$ cat config.mk
export PLATFORM = sky130hd
export DESIGN_NAME = base64_block_stream_encoder
export DESIGN_NICKNAME = d
export VERILOG_FILES = /design/src/hw/rtl/b64e_pkg.sv /design/src/hw/rtl/b64e_rem.sv /design/src/hw/rtl/base64_block_stream_encoder.sv
export SDC_FILE = /design/constraint.sdc
export NUM_CORES = 1
export LEC_CHECK = 0
export ABC_AREA = 1
export BUFFER_PORTS_ARGS = -buffer_cell sky130_fd_sc_hd__clkbuf_2
export CAP_MARGIN = 20
export CORE_ASPECT_RATIO = 1.4
export CORE_MARGIN = 4
export CORE_UTILIZATION = 45
export DETAILED_ROUTE_END_ITERATION = 6
export GPL_TIMING_DRIVEN = 0
export PLACE_DENSITY = 0.69
export REMOVE_ABC_BUFFERS = 1
export SYNTH_ARGS = -nofsm -noshare
export SYNTH_HDL_FRONTEND = slang
export SYNTH_SLANG_ARGS = --single-unit
$ cat constraint.sdc
create_clock -name i_clk -period 3.65 [get_ports i_clk]
set_input_delay 0.73 -clock i_clk [delete_from_list [all_inputs] [get_ports i_clk]]
set_output_delay 0.73 -clock i_clk [all_outputs]
set_load 0.01 [all_outputs]
$ cat src/hw/rtl/b64e_pkg.sv
package b64e_pkg;

    localparam int unsigned BLOCK_BYTES_DEF = 8;

    localparam logic [7:0] MIN_LINE    = 8'd14;
    localparam logic [7:0] LINE_RESET  = 8'd64;
    localparam logic [7:0] CHAR_NL     = 8'h0a;
    localparam logic [7:0] CHAR_PAD    = 8'h3d;

    localparam logic REG_LINE_LENGTH = 1'b0;

    typedef enum logic [1:0] {
        ST_IDLE,
        ST_SYM,
        ST_PAD,
        ST_NL
    } t_state;

    function automatic logic [7:0] b64_sym(input logic [5:0] v);
        logic [7:0] w;
        w = {2'b00, v};
        if (v < 6'd26) begin
            return w + 8'd65;
        end else if (v < 6'd52) begin
            return w + 8'd71;
        end else if (v < 6'd62) begin
            return w - 8'd4;
        end else if (v == 6'd62) begin
            return 8'h2b;
        end else begin
            return 8'h2f;
        end
    endfunction

endpackage

$ cat src/hw/rtl/b64e_rem.sv
module b64e_rem (
    input  logic        i_clk,
    input  logic        i_rst_n,
    input  logic        i_start,
    input  logic [31:0] i_dividend,
    input  logic [7:0]  i_divisor,
    output logic        o_busy,
    output logic        o_done,
    output logic [7:0]  o_rem
);

    logic        r_busy, n_busy;
    logic        r_done, n_done;
    logic [4:0]  r_idx, n_idx;
    logic [31:0] r_quo, n_quo;
    logic [7:0]  r_rem, n_rem;
    logic [8:0]  trial;

    always_comb begin
        n_busy = r_busy;
        n_done = 1'b0;
        n_idx  = r_idx;
        n_quo  = r_quo;
        n_rem  = r_rem;
        trial  = {r_rem, r_quo[31]};
        if (i_start) begin
            n_busy = 1'b1;
            n_idx  = 5'd31;
            n_quo  = i_dividend;
            n_rem  = '0;
        end else if (r_busy) begin
            n_quo = {r_quo[30:0], 1'b0};
            if (trial >= {1'b0, i_divisor}) begin
                n_rem = 8'(trial - {1'b0, i_divisor});
            end else begin
                n_rem = trial[7:0];
            end
            n_idx = r_idx - 5'd1;
            if (r_idx == '0) begin
                n_busy = 1'b0;
                n_done = 1'b1;
            end
        end
    end

    always_ff @(posedge i_clk) begin
        if (!i_rst_n) begin
            r_busy <= 1'b0;
            r_done <= 1'b0;
        end else begin
            r_busy <= n_busy;
            r_done <= n_done;
        end
    end

    always_ff @(posedge i_clk) begin
        r_idx <= n_idx;
        r_quo <= n_quo;
        r_rem <= n_rem;
    end

    assign o_busy = r_busy;
    assign o_done = r_done;
    assign o_rem  = r_rem;

endmodule

$ cat src/hw/rtl/base64_block_stream_encoder.sv
// Base64 encoder with line wrap fed one cipher block per transfer. Each input transfer carries
// BLOCK_BYTES bytes in the low bits of tdata, most significant byte first; tuser marks the
// final block of a message, which pads any held-over partial group with '=' and ends with a
// newline. One character leaves per cycle through a registered output unless it is stalled;
// a new block is taken only once the output sequencer is back in idle. A write to line_length
// recomputes the line position with a bit-serial remainder unit and holds s_tready low until
// that unit is done.
module base64_block_stream_encoder #(
    parameter int unsigned BLOCK_BYTES = b64e_pkg::BLOCK_BYTES_DEF
) (
    input  logic        i_clk,
    input  logic        i_rst_n,
    input  logic        i_s_tvalid,
    output logic        o_s_tready,
    input  logic [63:0] i_s_tdata,   // [63:0] block
    input  logic        i_s_tuser,   // [0] flush
    output logic        o_m_tvalid,
    input  logic        i_m_tready,
    output logic [7:0]  o_m_tdata,   // [7:0] out_char
    output logic        o_m_tlast,
    input  logic        psel,
    input  logic        penable,
    input  logic        pwrite,
    input  logic [2:0]  paddr,
    input  logic [31:0] pwdata,
    output logic [31:0] prdata,
    output logic        pready
);

    import b64e_pkg::*;

    localparam int BLK_W    = 8 * BLOCK_BYTES;
    localparam int BUF_W    = 8 * (BLOCK_BYTES + 2);
    localparam int G_BASE   = BLOCK_BYTES / 3;
    localparam int R_BASE   = BLOCK_BYTES % 3;
    localparam int NSYM_MAX = 4 * ((BLOCK_BYTES + 2) / 3) + 3;
    localparam int NSYM_W   = $clog2(NSYM_MAX + 1);

    t_state              r_state, n_state;
    logic [BUF_W-1:0]    r_buf, n_buf;
    logic [NSYM_W-1:0]   r_nsym, n_nsym;
    logic [1:0]          r_npad, n_npad;
    logic                r_flush, n_flush;
    logic                r_nl_done, n_nl_done;
    logic [15:0]         r_carry, n_carry;
    logic [1:0]          r_carry_cnt, n_carry_cnt;
    logic [31:0]         r_cnt, n_cnt;
    logic [7:0]          r_col, n_col;
    logic [7:0]          r_line_length;
    logic [7:0]          r_len_eff;
    logic                r_rem_start;
    logic                r_out_valid, n_out_valid;
    logic [7:0]          r_out_char, n_out_char;
    logic                r_out_last, n_out_last;

    logic                cfg_wr;
    logic                accept;
    logic                step;
    logic                rem_busy;
    logic                rem_done;
    logic [7:0]          rem_val;
    logic [2:0]          sum;
    logic                full;
    logic [1:0]          ccn;
    logic [NSYM_W-1:0]   nsym_full;
    logic [NSYM_W-1:0]   nsym_tail;
    logic [BUF_W-1:0]    cat;
    logic [31:0]         cnt_inc;
    logic [7:0]          col_inc;

    assign cfg_wr = psel && penable && pwrite && pready && (paddr[2] == REG_LINE_LENGTH);
    assign pready = 1'b1;
    assign prdata = (paddr[2] == REG_LINE_LENGTH) ? {24'd0, r_line_length} : 32'd0;

    assign o_s_tready = (r_state == ST_IDLE) && !r_rem_start && !rem_busy;
    assign accept     = i_s_tvalid && o_s_tready;
    assign step       = !r_out_valid || i_m_tready;

    b64e_rem u_rem (
        .i_clk      (i_clk),
        .i_rst_n    (i_rst_n),
        .i_start    (r_rem_start),
        .i_dividend (r_cnt),
        .i_divisor  (r_len_eff),
        .o_busy     (rem_busy),
        .o_done     (rem_done),
        .o_rem      (rem_val)
    );

    always_comb begin
        sum       = 3'(R_BASE) + {1'b0, r_carry_cnt};
        full      = (sum >= 3'd3);
        ccn       = full ? 2'(sum - 3'd3) : sum[1:0];
        nsym_full = NSYM_W'(4 * G_BASE) + (full ? NSYM_W'(4) : '0);
        nsym_tail = (i_s_tuser && ccn != 2'd0) ? NSYM_W'(ccn) + NSYM_W'(1) : '0;
        cat       = {r_carry, i_s_tdata[BLK_W-1:0]};
        cnt_inc   = r_cnt + 32'd1;
        col_inc   = r_col + 8'd1;

        n_state     = r_state;
        n_buf       = r_buf;
        n_nsym      = r_nsym;
        n_npad      = r_npad;
        n_flush     = r_flush;
        n_nl_done   = r_nl_done;
        n_carry     = r_carry;
        n_carry_cnt = r_carry_cnt;
        n_cnt       = r_cnt;
        n_col       = rem_done ? rem_val : r_col;
        n_out_valid = step ? 1'b0 : r_out_valid;
        n_out_char  = r_out_char;
        n_out_last  = r_out_last;

        unique case (r_state)
            ST_IDLE: begin
                if (accept) begin
                    n_nsym      = nsym_full + nsym_tail;
                    n_npad      = (i_s_tuser && ccn != 2'd0) ? 2'(3'd3 - {1'b0, ccn}) : 2'd0;
                    n_flush     = i_s_tuser;
                    n_nl_done   = 1'b0;
                    n_carry     = cat[15:0];
                    n_carry_cnt = i_s_tuser ? 2'd0 : ccn;
                    case (r_carry_cnt)
                        2'd0:    n_buf = cat << 16;
                        2'd1:    n_buf = cat << 8;
                        default: n_buf = cat;
                    endcase
                    if (nsym_full + nsym_tail != '0) begin
                        n_state = ST_SYM;
                    end else if (i_s_tuser) begin
                        n_state = ST_NL;
                    end
                end
            end
            ST_SYM: begin
                if (step) begin
                    n_out_valid = 1'b1;
                    if (r_cnt != 32'd0 && r_col == 8'd0 && !r_nl_done) begin
                        n_out_char = CHAR_NL;
                        n_out_last = 1'b0;
                        n_nl_done  = 1'b1;
                    end else begin
                        n_out_char = b64_sym(r_buf[BUF_W-1 -: 6]);
                        n_out_last = (r_nsym == NSYM_W'(1)) && !r_flush;
                        n_buf      = r_buf << 6;
                        n_nl_done  = 1'b0;
                        n_nsym     = r_nsym - NSYM_W'(1);
                        n_cnt      = cnt_inc;
                        n_col      = (cnt_inc == 32'd0 || col_inc == r_len_eff) ? 8'd0 : col_inc;
                        if (r_nsym == NSYM_W'(1)) begin
                            if (!r_flush) begin
                                n_state = ST_IDLE;
                            end else if (r_npad != 2'd0) begin
                                n_state = ST_PAD;
                            end else begin
                                n_state = ST_NL;
                            end
                        end
                    end
                end
            end
            ST_PAD: begin
                if (step) begin
                    n_out_valid = 1'b1;
                    n_out_char  = CHAR_PAD;
                    n_out_last  = 1'b0;
                    n_npad      = r_npad - 2'd1;
                    if (r_npad == 2'd1) begin
                        n_state = ST_NL;
                    end
                end
            end
            ST_NL: begin
                if (step) begin
                    n_out_valid = 1'b1;
                    n_out_char  = CHAR_NL;
                    n_out_last  = 1'b1;
                    n_state     = ST_IDLE;
                end
            end
            default: begin
                n_state = ST_IDLE;
            end
        endcase
    end

    always_ff @(posedge i_clk) begin
        if (!i_rst_n) begin
            r_state       <= ST_IDLE;
            r_carry_cnt   <= 2'd0;
            r_cnt         <= 32'd0;
            r_col         <= 8'd0;
            r_line_length <= LINE_RESET;
            r_len_eff     <= LINE_RESET;
            r_rem_start   <= 1'b0;
            r_out_valid   <= 1'b0;
            r_nl_done     <= 1'b0;
        end else begin
            r_state     <= n_state;
            r_carry_cnt <= n_carry_cnt;
            r_cnt       <= n_cnt;
            r_col       <= n_col;
            r_rem_start <= cfg_wr;
            r_out_valid <= n_out_valid;
            r_nl_done   <= n_nl_done;
            if (cfg_wr) begin
                r_line_length <= pwdata[7:0];
                r_len_eff     <= (pwdata[7:0] < MIN_LINE) ? MIN_LINE : pwdata[7:0];
            end
        end
    end

    always_ff @(posedge i_clk) begin
        r_buf      <= n_buf;
        r_nsym     <= n_nsym;
        r_npad     <= n_npad;
        r_flush    <= n_flush;
        r_carry    <= n_carry;
        r_out_char <= n_out_char;
        r_out_last <= n_out_last;
    end

    assign o_m_tvalid = r_out_valid;
    assign o_m_tdata  = r_out_char;
    assign o_m_tlast  = r_out_last;

endmodule

; Word level (Yosys, flattened, before mapping)
; Index checks and enable logic that the tools add are counted.
[totals]
inputBits = 107
ff_bits = 222
elab_cells = 165
latchBits = 0
rom_bits = 0
ramBits = 0
output_inout_bits = 44
memories = 0
[classes]
n_lt_le_gt_ge = 6
n_bitwise = 4
shift = 0
eq_ne = 16
n_addsub = 15
n_reduce_logical = 39
div_mod_pow = 0
mul = 0
muxes = 64
[op_table]
columns = cell, count
row1 = case mux 80 bit (2 select lines), 2
row2 = two-way mux 80 bit, 3
row3 = two-way mux 8 bit, 15
row4 = two-way mux 32 bit, 2
row5 = adder 32 x 1 -> 32 bit (second input constant), 1
row6 = logical NOT 32 bit, 1
row7 = nonzero test 32 bit, 1
row8 = two-way mux 2 bit, 15
row9 = case mux 8 bit (3 select lines), 1
row10 = adder 6 x 7 -> 8 bit (second input constant), 2
row11 = two-way mux 1 bit, 15
row12 = inequality test 2 bit (second input constant), 7
row13 = less-than comparator 6 bit (second input constant), 2
row14 = two-way mux 4 bit, 3
row15 = logical AND 1 bit, 10
row16 = nonzero test 2 bit, 5
row17 = greater-or-equal comparator 9 x 8 -> 1 bit, 1
row18 = two-way mux 3 bit, 3
row19 = AND reduction 3 bit, 3
row20 = adder 8 x 1 -> 8 bit (second input constant), 1
row21 = equality test 8 bit, 1
row22 = logical NOT 8 bit, 1
row23 = less-than comparator 8 x 4 -> 1 bit (second input constant), 1
row24 = case mux 2 bit (4 select lines), 1
row25 = 33 further kinds, 47

; Longest topological paths before layout
[depth]
word_depth = 11
depth_mapped = 15
ltp_nobuf = 15

; Hierarchy
; A second synthesis with hierarchy kept.
[unflattened]
hier_cells = 1524
hier_area_um2 = 12325.6
[modules_own_cells]
columns = module, seq_area_each_um2, area_each_um2, n_inst, cells_per_inst
row1 = base64_block_stream_encoder, 4624.4, 9846.9, 1, 1221
row2 = b64e_rem, 1261.2, 2478.6, 1, 303

; Least setup slack after synthesis
; Ideal clock, no wire load.
[synth_path]
path_kind = register to register
startpoint = register u_rem.r_busy (netlist: u_rem.o_busy)
endpoint = register r_buf[0], enable pin
setup_slack_ns = -0.569
setup_ns = 0.439
arrival_time_ns = 3.780
stages_incl_launch_ff = 8
synth_period_minus_slack_ns = 4.219
required_time_ns = 3.211
path_cell_list = dfxtp_1 nor2_1 clkinv_1 nor2_1 nand2_1 o21ai_0 nand2_1 inv_1
[synth_between]
elab_chain_cells = 5
[synth_lines]
columns = item, line_no
row1 = "start, declared", b64e_rem.sv:12  ; logic r_busy, n_busy;
row2 = "start signal, assigned", b64e_rem.sv:51  ; r_busy <= n_busy;
row3 = logical NOT 1 bit, base64_block_stream_encoder.sv:75  ; assign o_s_tready = (r_state == ST_IDLE) && !r_rem_start && !rem_busy;
row4 = logical AND 1 bit, base64_block_stream_encoder.sv:75
row5 = named net o_s_tready, base64_block_stream_encoder.sv:14  ; output logic o_s_tready,
row6 = logical AND 1 bit, base64_block_stream_encoder.sv:76  ; assign accept = i_s_tvalid && o_s_tready;
row7 = inequality test 2 bit (no source line), --
row8 = AND reduction 4 bit (no source line), --
row9 = "end signal, assigned", base64_block_stream_encoder.sv:214  ; r_buf <= n_buf;
row10 = "end, declared", base64_block_stream_encoder.sv:40  ; logic [BUF_W-1:0] r_buf, n_buf;
; The timed path passes the listed nets, and every way through them passes these cells.
; A chain may end at the register's enable or synchronous reset.

; Final worst setup path
[layout_path]
startpoint = register r_state[0]
endpoint = register r_cnt[2]
[layout_between]
elab_chain_cells = 2
[layout_lines]
columns = item, line_no
row1 = "start, declared", base64_block_stream_encoder.sv:39  ; t_state r_state, n_state;
row2 = "start signal, assigned", base64_block_stream_encoder.sv:199  ; r_state <= n_state;
row3 = equality test 2 x 1 -> 1 bit, base64_block_stream_encoder.sv:114  ; unique case (r_state)
row4 = AND reduction 3 bit (no source line), --
row5 = "end signal, assigned", base64_block_stream_encoder.sv:201  ; r_cnt <= n_cnt;
row6 = "end, declared", base64_block_stream_encoder.sv:47  ; logic [31:0] r_cnt, n_cnt;
; No other way between the ends.

==> summary.md <==
| Metric | Value |
|---|---|
| Status | `complete, no violations` |
| Final net count | `1,661` |
| ANT nets after route | `0` |
| Vias in the first global route | `10,000` |
| Initial Util | `0.458` |
| PD cells | `roughly 650 mW/mm^2` |
| Final std cell area, no fill | `0.0136 sq mm` |
| Finished Layout Cells | `1,868` |
| Fin Setup TNS | `0 ns` |
| Top_reg_cell synth | `edfxtp_1` |
| CTS tree | `yes` |
| CP Class | `reg2reg` |
| GPL Wtd Cong | `roughly 0.94` |
| Arrival @ worst endpoint | `3.71 ns` |
| Initial antenna violation count | `1` |
| IO Port Bufs | `99` |
| I/O pin cnt | `151` |
| Peak supply drop | `0.000413 V` |
| Max-cap violation count | `0` |
| Ys async rst share | `0` |
| Register bit total from synthesis | `222` |
| Startpoint types | `register` |
| M3 GR Usage | `0.0304` |
| Synth unique cells | `46` |
| Row cnt | `70` |
| Top cell type by total area after synthesis | `edfxtp_1` |
| Residual DRC | `0` |
| Max Clock Freq | `306 MHz` |
| Worst-path clk slew | `0.06 ns` |
| Root buffer cell | `clkbuf_16` |
| First-pass GRT wire length | `just under 50,000 um` |
| Area grow syn2layout | `13.4%` |
| Critical Path RT | `4.09 ns` |
| Relative slew slack | `0.358` |
| Worst skew pair latency | `0.52 ns` |
| Largest net degree at the start of global routing | `65` |
| Mapped Area | `0.0120 sq mm` |
| Layout cells sized above 1 | `0.119` |
| Post-layout util | `0.519` |
| Post-synth top cells | `nand2_1 (314), nor2_1 (175), edfxtp_1 (144)` |
| R2R depth | `10` |
| Total CTS buffers | `24` |
| Worst Path Max Fanout | `64` |
| Clock skew | `0.0155 ns` |
| Leak pwr | `0.00553 uW` |
| Count leader, synth | `nand2_1` |
| Final Hold Slack | `around 0.42 ns` |
| Setup crit end kind | `register` |
| Dpl hpwl | `20,900 um` |
| Die X | `146 um` |
| CP Capture Point | `r_cnt[2]` |
| Reg-to-Reg End | `r_cnt[2]` |
| Final period util | `0.894` |
| Core area | `0.0263 sq mm` |
| Clk buf depth | `3` |
| Top Usage Layer GRT | `met2` |
| Avg WL per Cell | `16.0 um` |
| GRT Util Overall | `0.194` |
| Grt met2 use | `0.348` |
| Setup violators final | `0` |
| Top post-synthesis cells by area | `edfxtp_1 (36%), dfxtp_1 (13%), nand2_1 (9.8%), nor2_1 (5.5%), o21ai_0 (5.0%)` |
| Worst Hold Class | `in2reg` |
| Final WL | `29,900 um` |
| Post-synthesis area per instance | `between 8 and 9 sq um` |
| Dpl cell area | `roughly 0.013 sq mm` |
| Met1 usage | `0.239` |
| Yosys warning count | `0` |
| Count of pins over their slew limit | `0` |
| Die H | `~200 um` |
| Worst-Margin Slew | `slightly below 1 ns` |
| Syn Inst Count | `1,453` |
| Clock sinks | `222` |
| Yosys top cell area share | `0.360` |
| DR vias/cell | `5.49` |
| RR Startpoint | `r_state[0]` |
| Drt pass-1 iters | `5` |
| Post-Place Cells | `1,824` |
| Gr ovfl total | `0` |
| Crit path time final | `3.26 ns` |
| DRT iter0 DRCs | `656` |
| H-Tree Level Count | `1` |
| Number of diodes | `0` |
| RSZ-0062 raised after global routing | `false` |
| Vias post-DR | `10,300` |
| Number of flops mapped to enable cells by yosys | `144` |
| R2r setup slk | `0.39 ns` |
| Die area | `0.0294 sq mm` |
| CP startpoint | `r_state[0]` |
| Final Hold Fails | `0` |
| Register area share after synthesis | `0.490` |
==> through the flow <==
step,setup slack [ns],power [uW]
2_1_floorplan,-1.96,5720
3_3_place_gp,-4.64,6470
3_5_place_dp,0.00831,6560
4_1_cts,0.224,8910
5_1_grt,0.0167,9480
6_report,0.386,8890
==> critical path, cell delays in order, from the launching register on <==
cell and delay, ns:
dfxtp_1 0.36, inv_1 0.16, nor2_4 0.09, buf_12 0.20, inv_4 0.52, nor2_1 0.09, nand2_1 0.73, clkinvlp_4 0.59
nand2_1 0.18, o21ai_0 0.09, a21oi_1 0.16
==> worst min path at each step <==
| stage | slack [ns] | start | endpoint | depth (start not counted) |
|---|---|---|---|---|
| after floorplan | 0.43 | u_rem.o_busy | u_rem.r_idx[0] | 1 |
| after global placement | 0.45 | r_line_length[7] | r_line_length[7] | 2 |
| after detailed placement | 0.46 | r_len_eff[5] | r_len_eff[5] | 2 |
| after CTS | 0.41 | i_s_tuser | r_flush | 1 |
| after global routing | 0.40 | i_s_tuser | r_flush | 1 |
| final | 0.42 | i_s_tuser | r_flush | 1 |
==> sequential cells by signal, indices dropped and copies added, names as in the netlist, 2 cells and up, named ones only <==
signal / count
r_col: 8
o_m_tdata: 8
u_rem.r_idx: 5
r_buf: 80
u_rem.o_rem: 8
r_state: 2
r_nsym: 4
r_carry_cnt: 2
r_carry: 16
r_len_eff: 8
r_line_length: 8
r_npad: 2
r_cnt: 32
u_rem.r_quo: 32
==> routing by layer <==
metal | vias up | share of wire
li1 | 5078 | -
met1 | 4810 | 0.41
met2 | 310 | 0.51
met3 | 53 | 0.055
met4 | 2 | 0.027
met5 | - | 0.00044
==> area by class of cell <==
class	instances	area, sq um
tap	324	405
clock inverter	11	77.6
timing repair buffer	111	776
sequential	222	5890
clock buffer	32	662
fill	2423	12600
inverter	148	564
multi-input combinational	1019	5260
timing repair inverter	1	7.51
==> report_power, final <==
part | switching [uW] | internal, uW
combinational | 1820 | 976
sequential | 340 | 3430
clock | 984 | 1340
total | 3140 | 5750
==> what timing repair did <==
item	4_1_cts	5_1_grt
resized for setup	2	1
hold buffers	0	0
endpoints found under the setup margin	1	17
pin swaps	0	0
cloned	0	1
setup buffers	0	0
==> cells by family (layout without fill, tap and decap cells) <==
kind of cell / count (synthesis) / after routing / share of synthesized area
adder cells (fa/ha/maj): 27 / 27 / 0.0287
XOR/XNOR: 24 / 24 / 0.0175
AO/OA/AOI/OAI: 342 / 342 / 0.171
buffers and inverters: 235 / 303 / 0.0819
flip-flops: 222 / 222 / 0.490
other: 2 / 25 / 0.000625
AND/OR/NAND/NOR: 601 / 601 / 0.210
==> cell usage in the layout, fill, tap and decap left out, drive strengths merged, types with 8 or more instances in the layout <==
cell type and count:
a211oi 20, a21oi 110, a221oi 59, a22oi 9, buf 12, clkbuf 131, clkinv 13, conb 25
dfxtp 78, edfxtp 144, ha 26, inv 144, nand2 325, nand3 60, nand4 11, nor2 192
o21ai 123, o22ai 8, xor2 18
(Power assumes the default switching activity.)
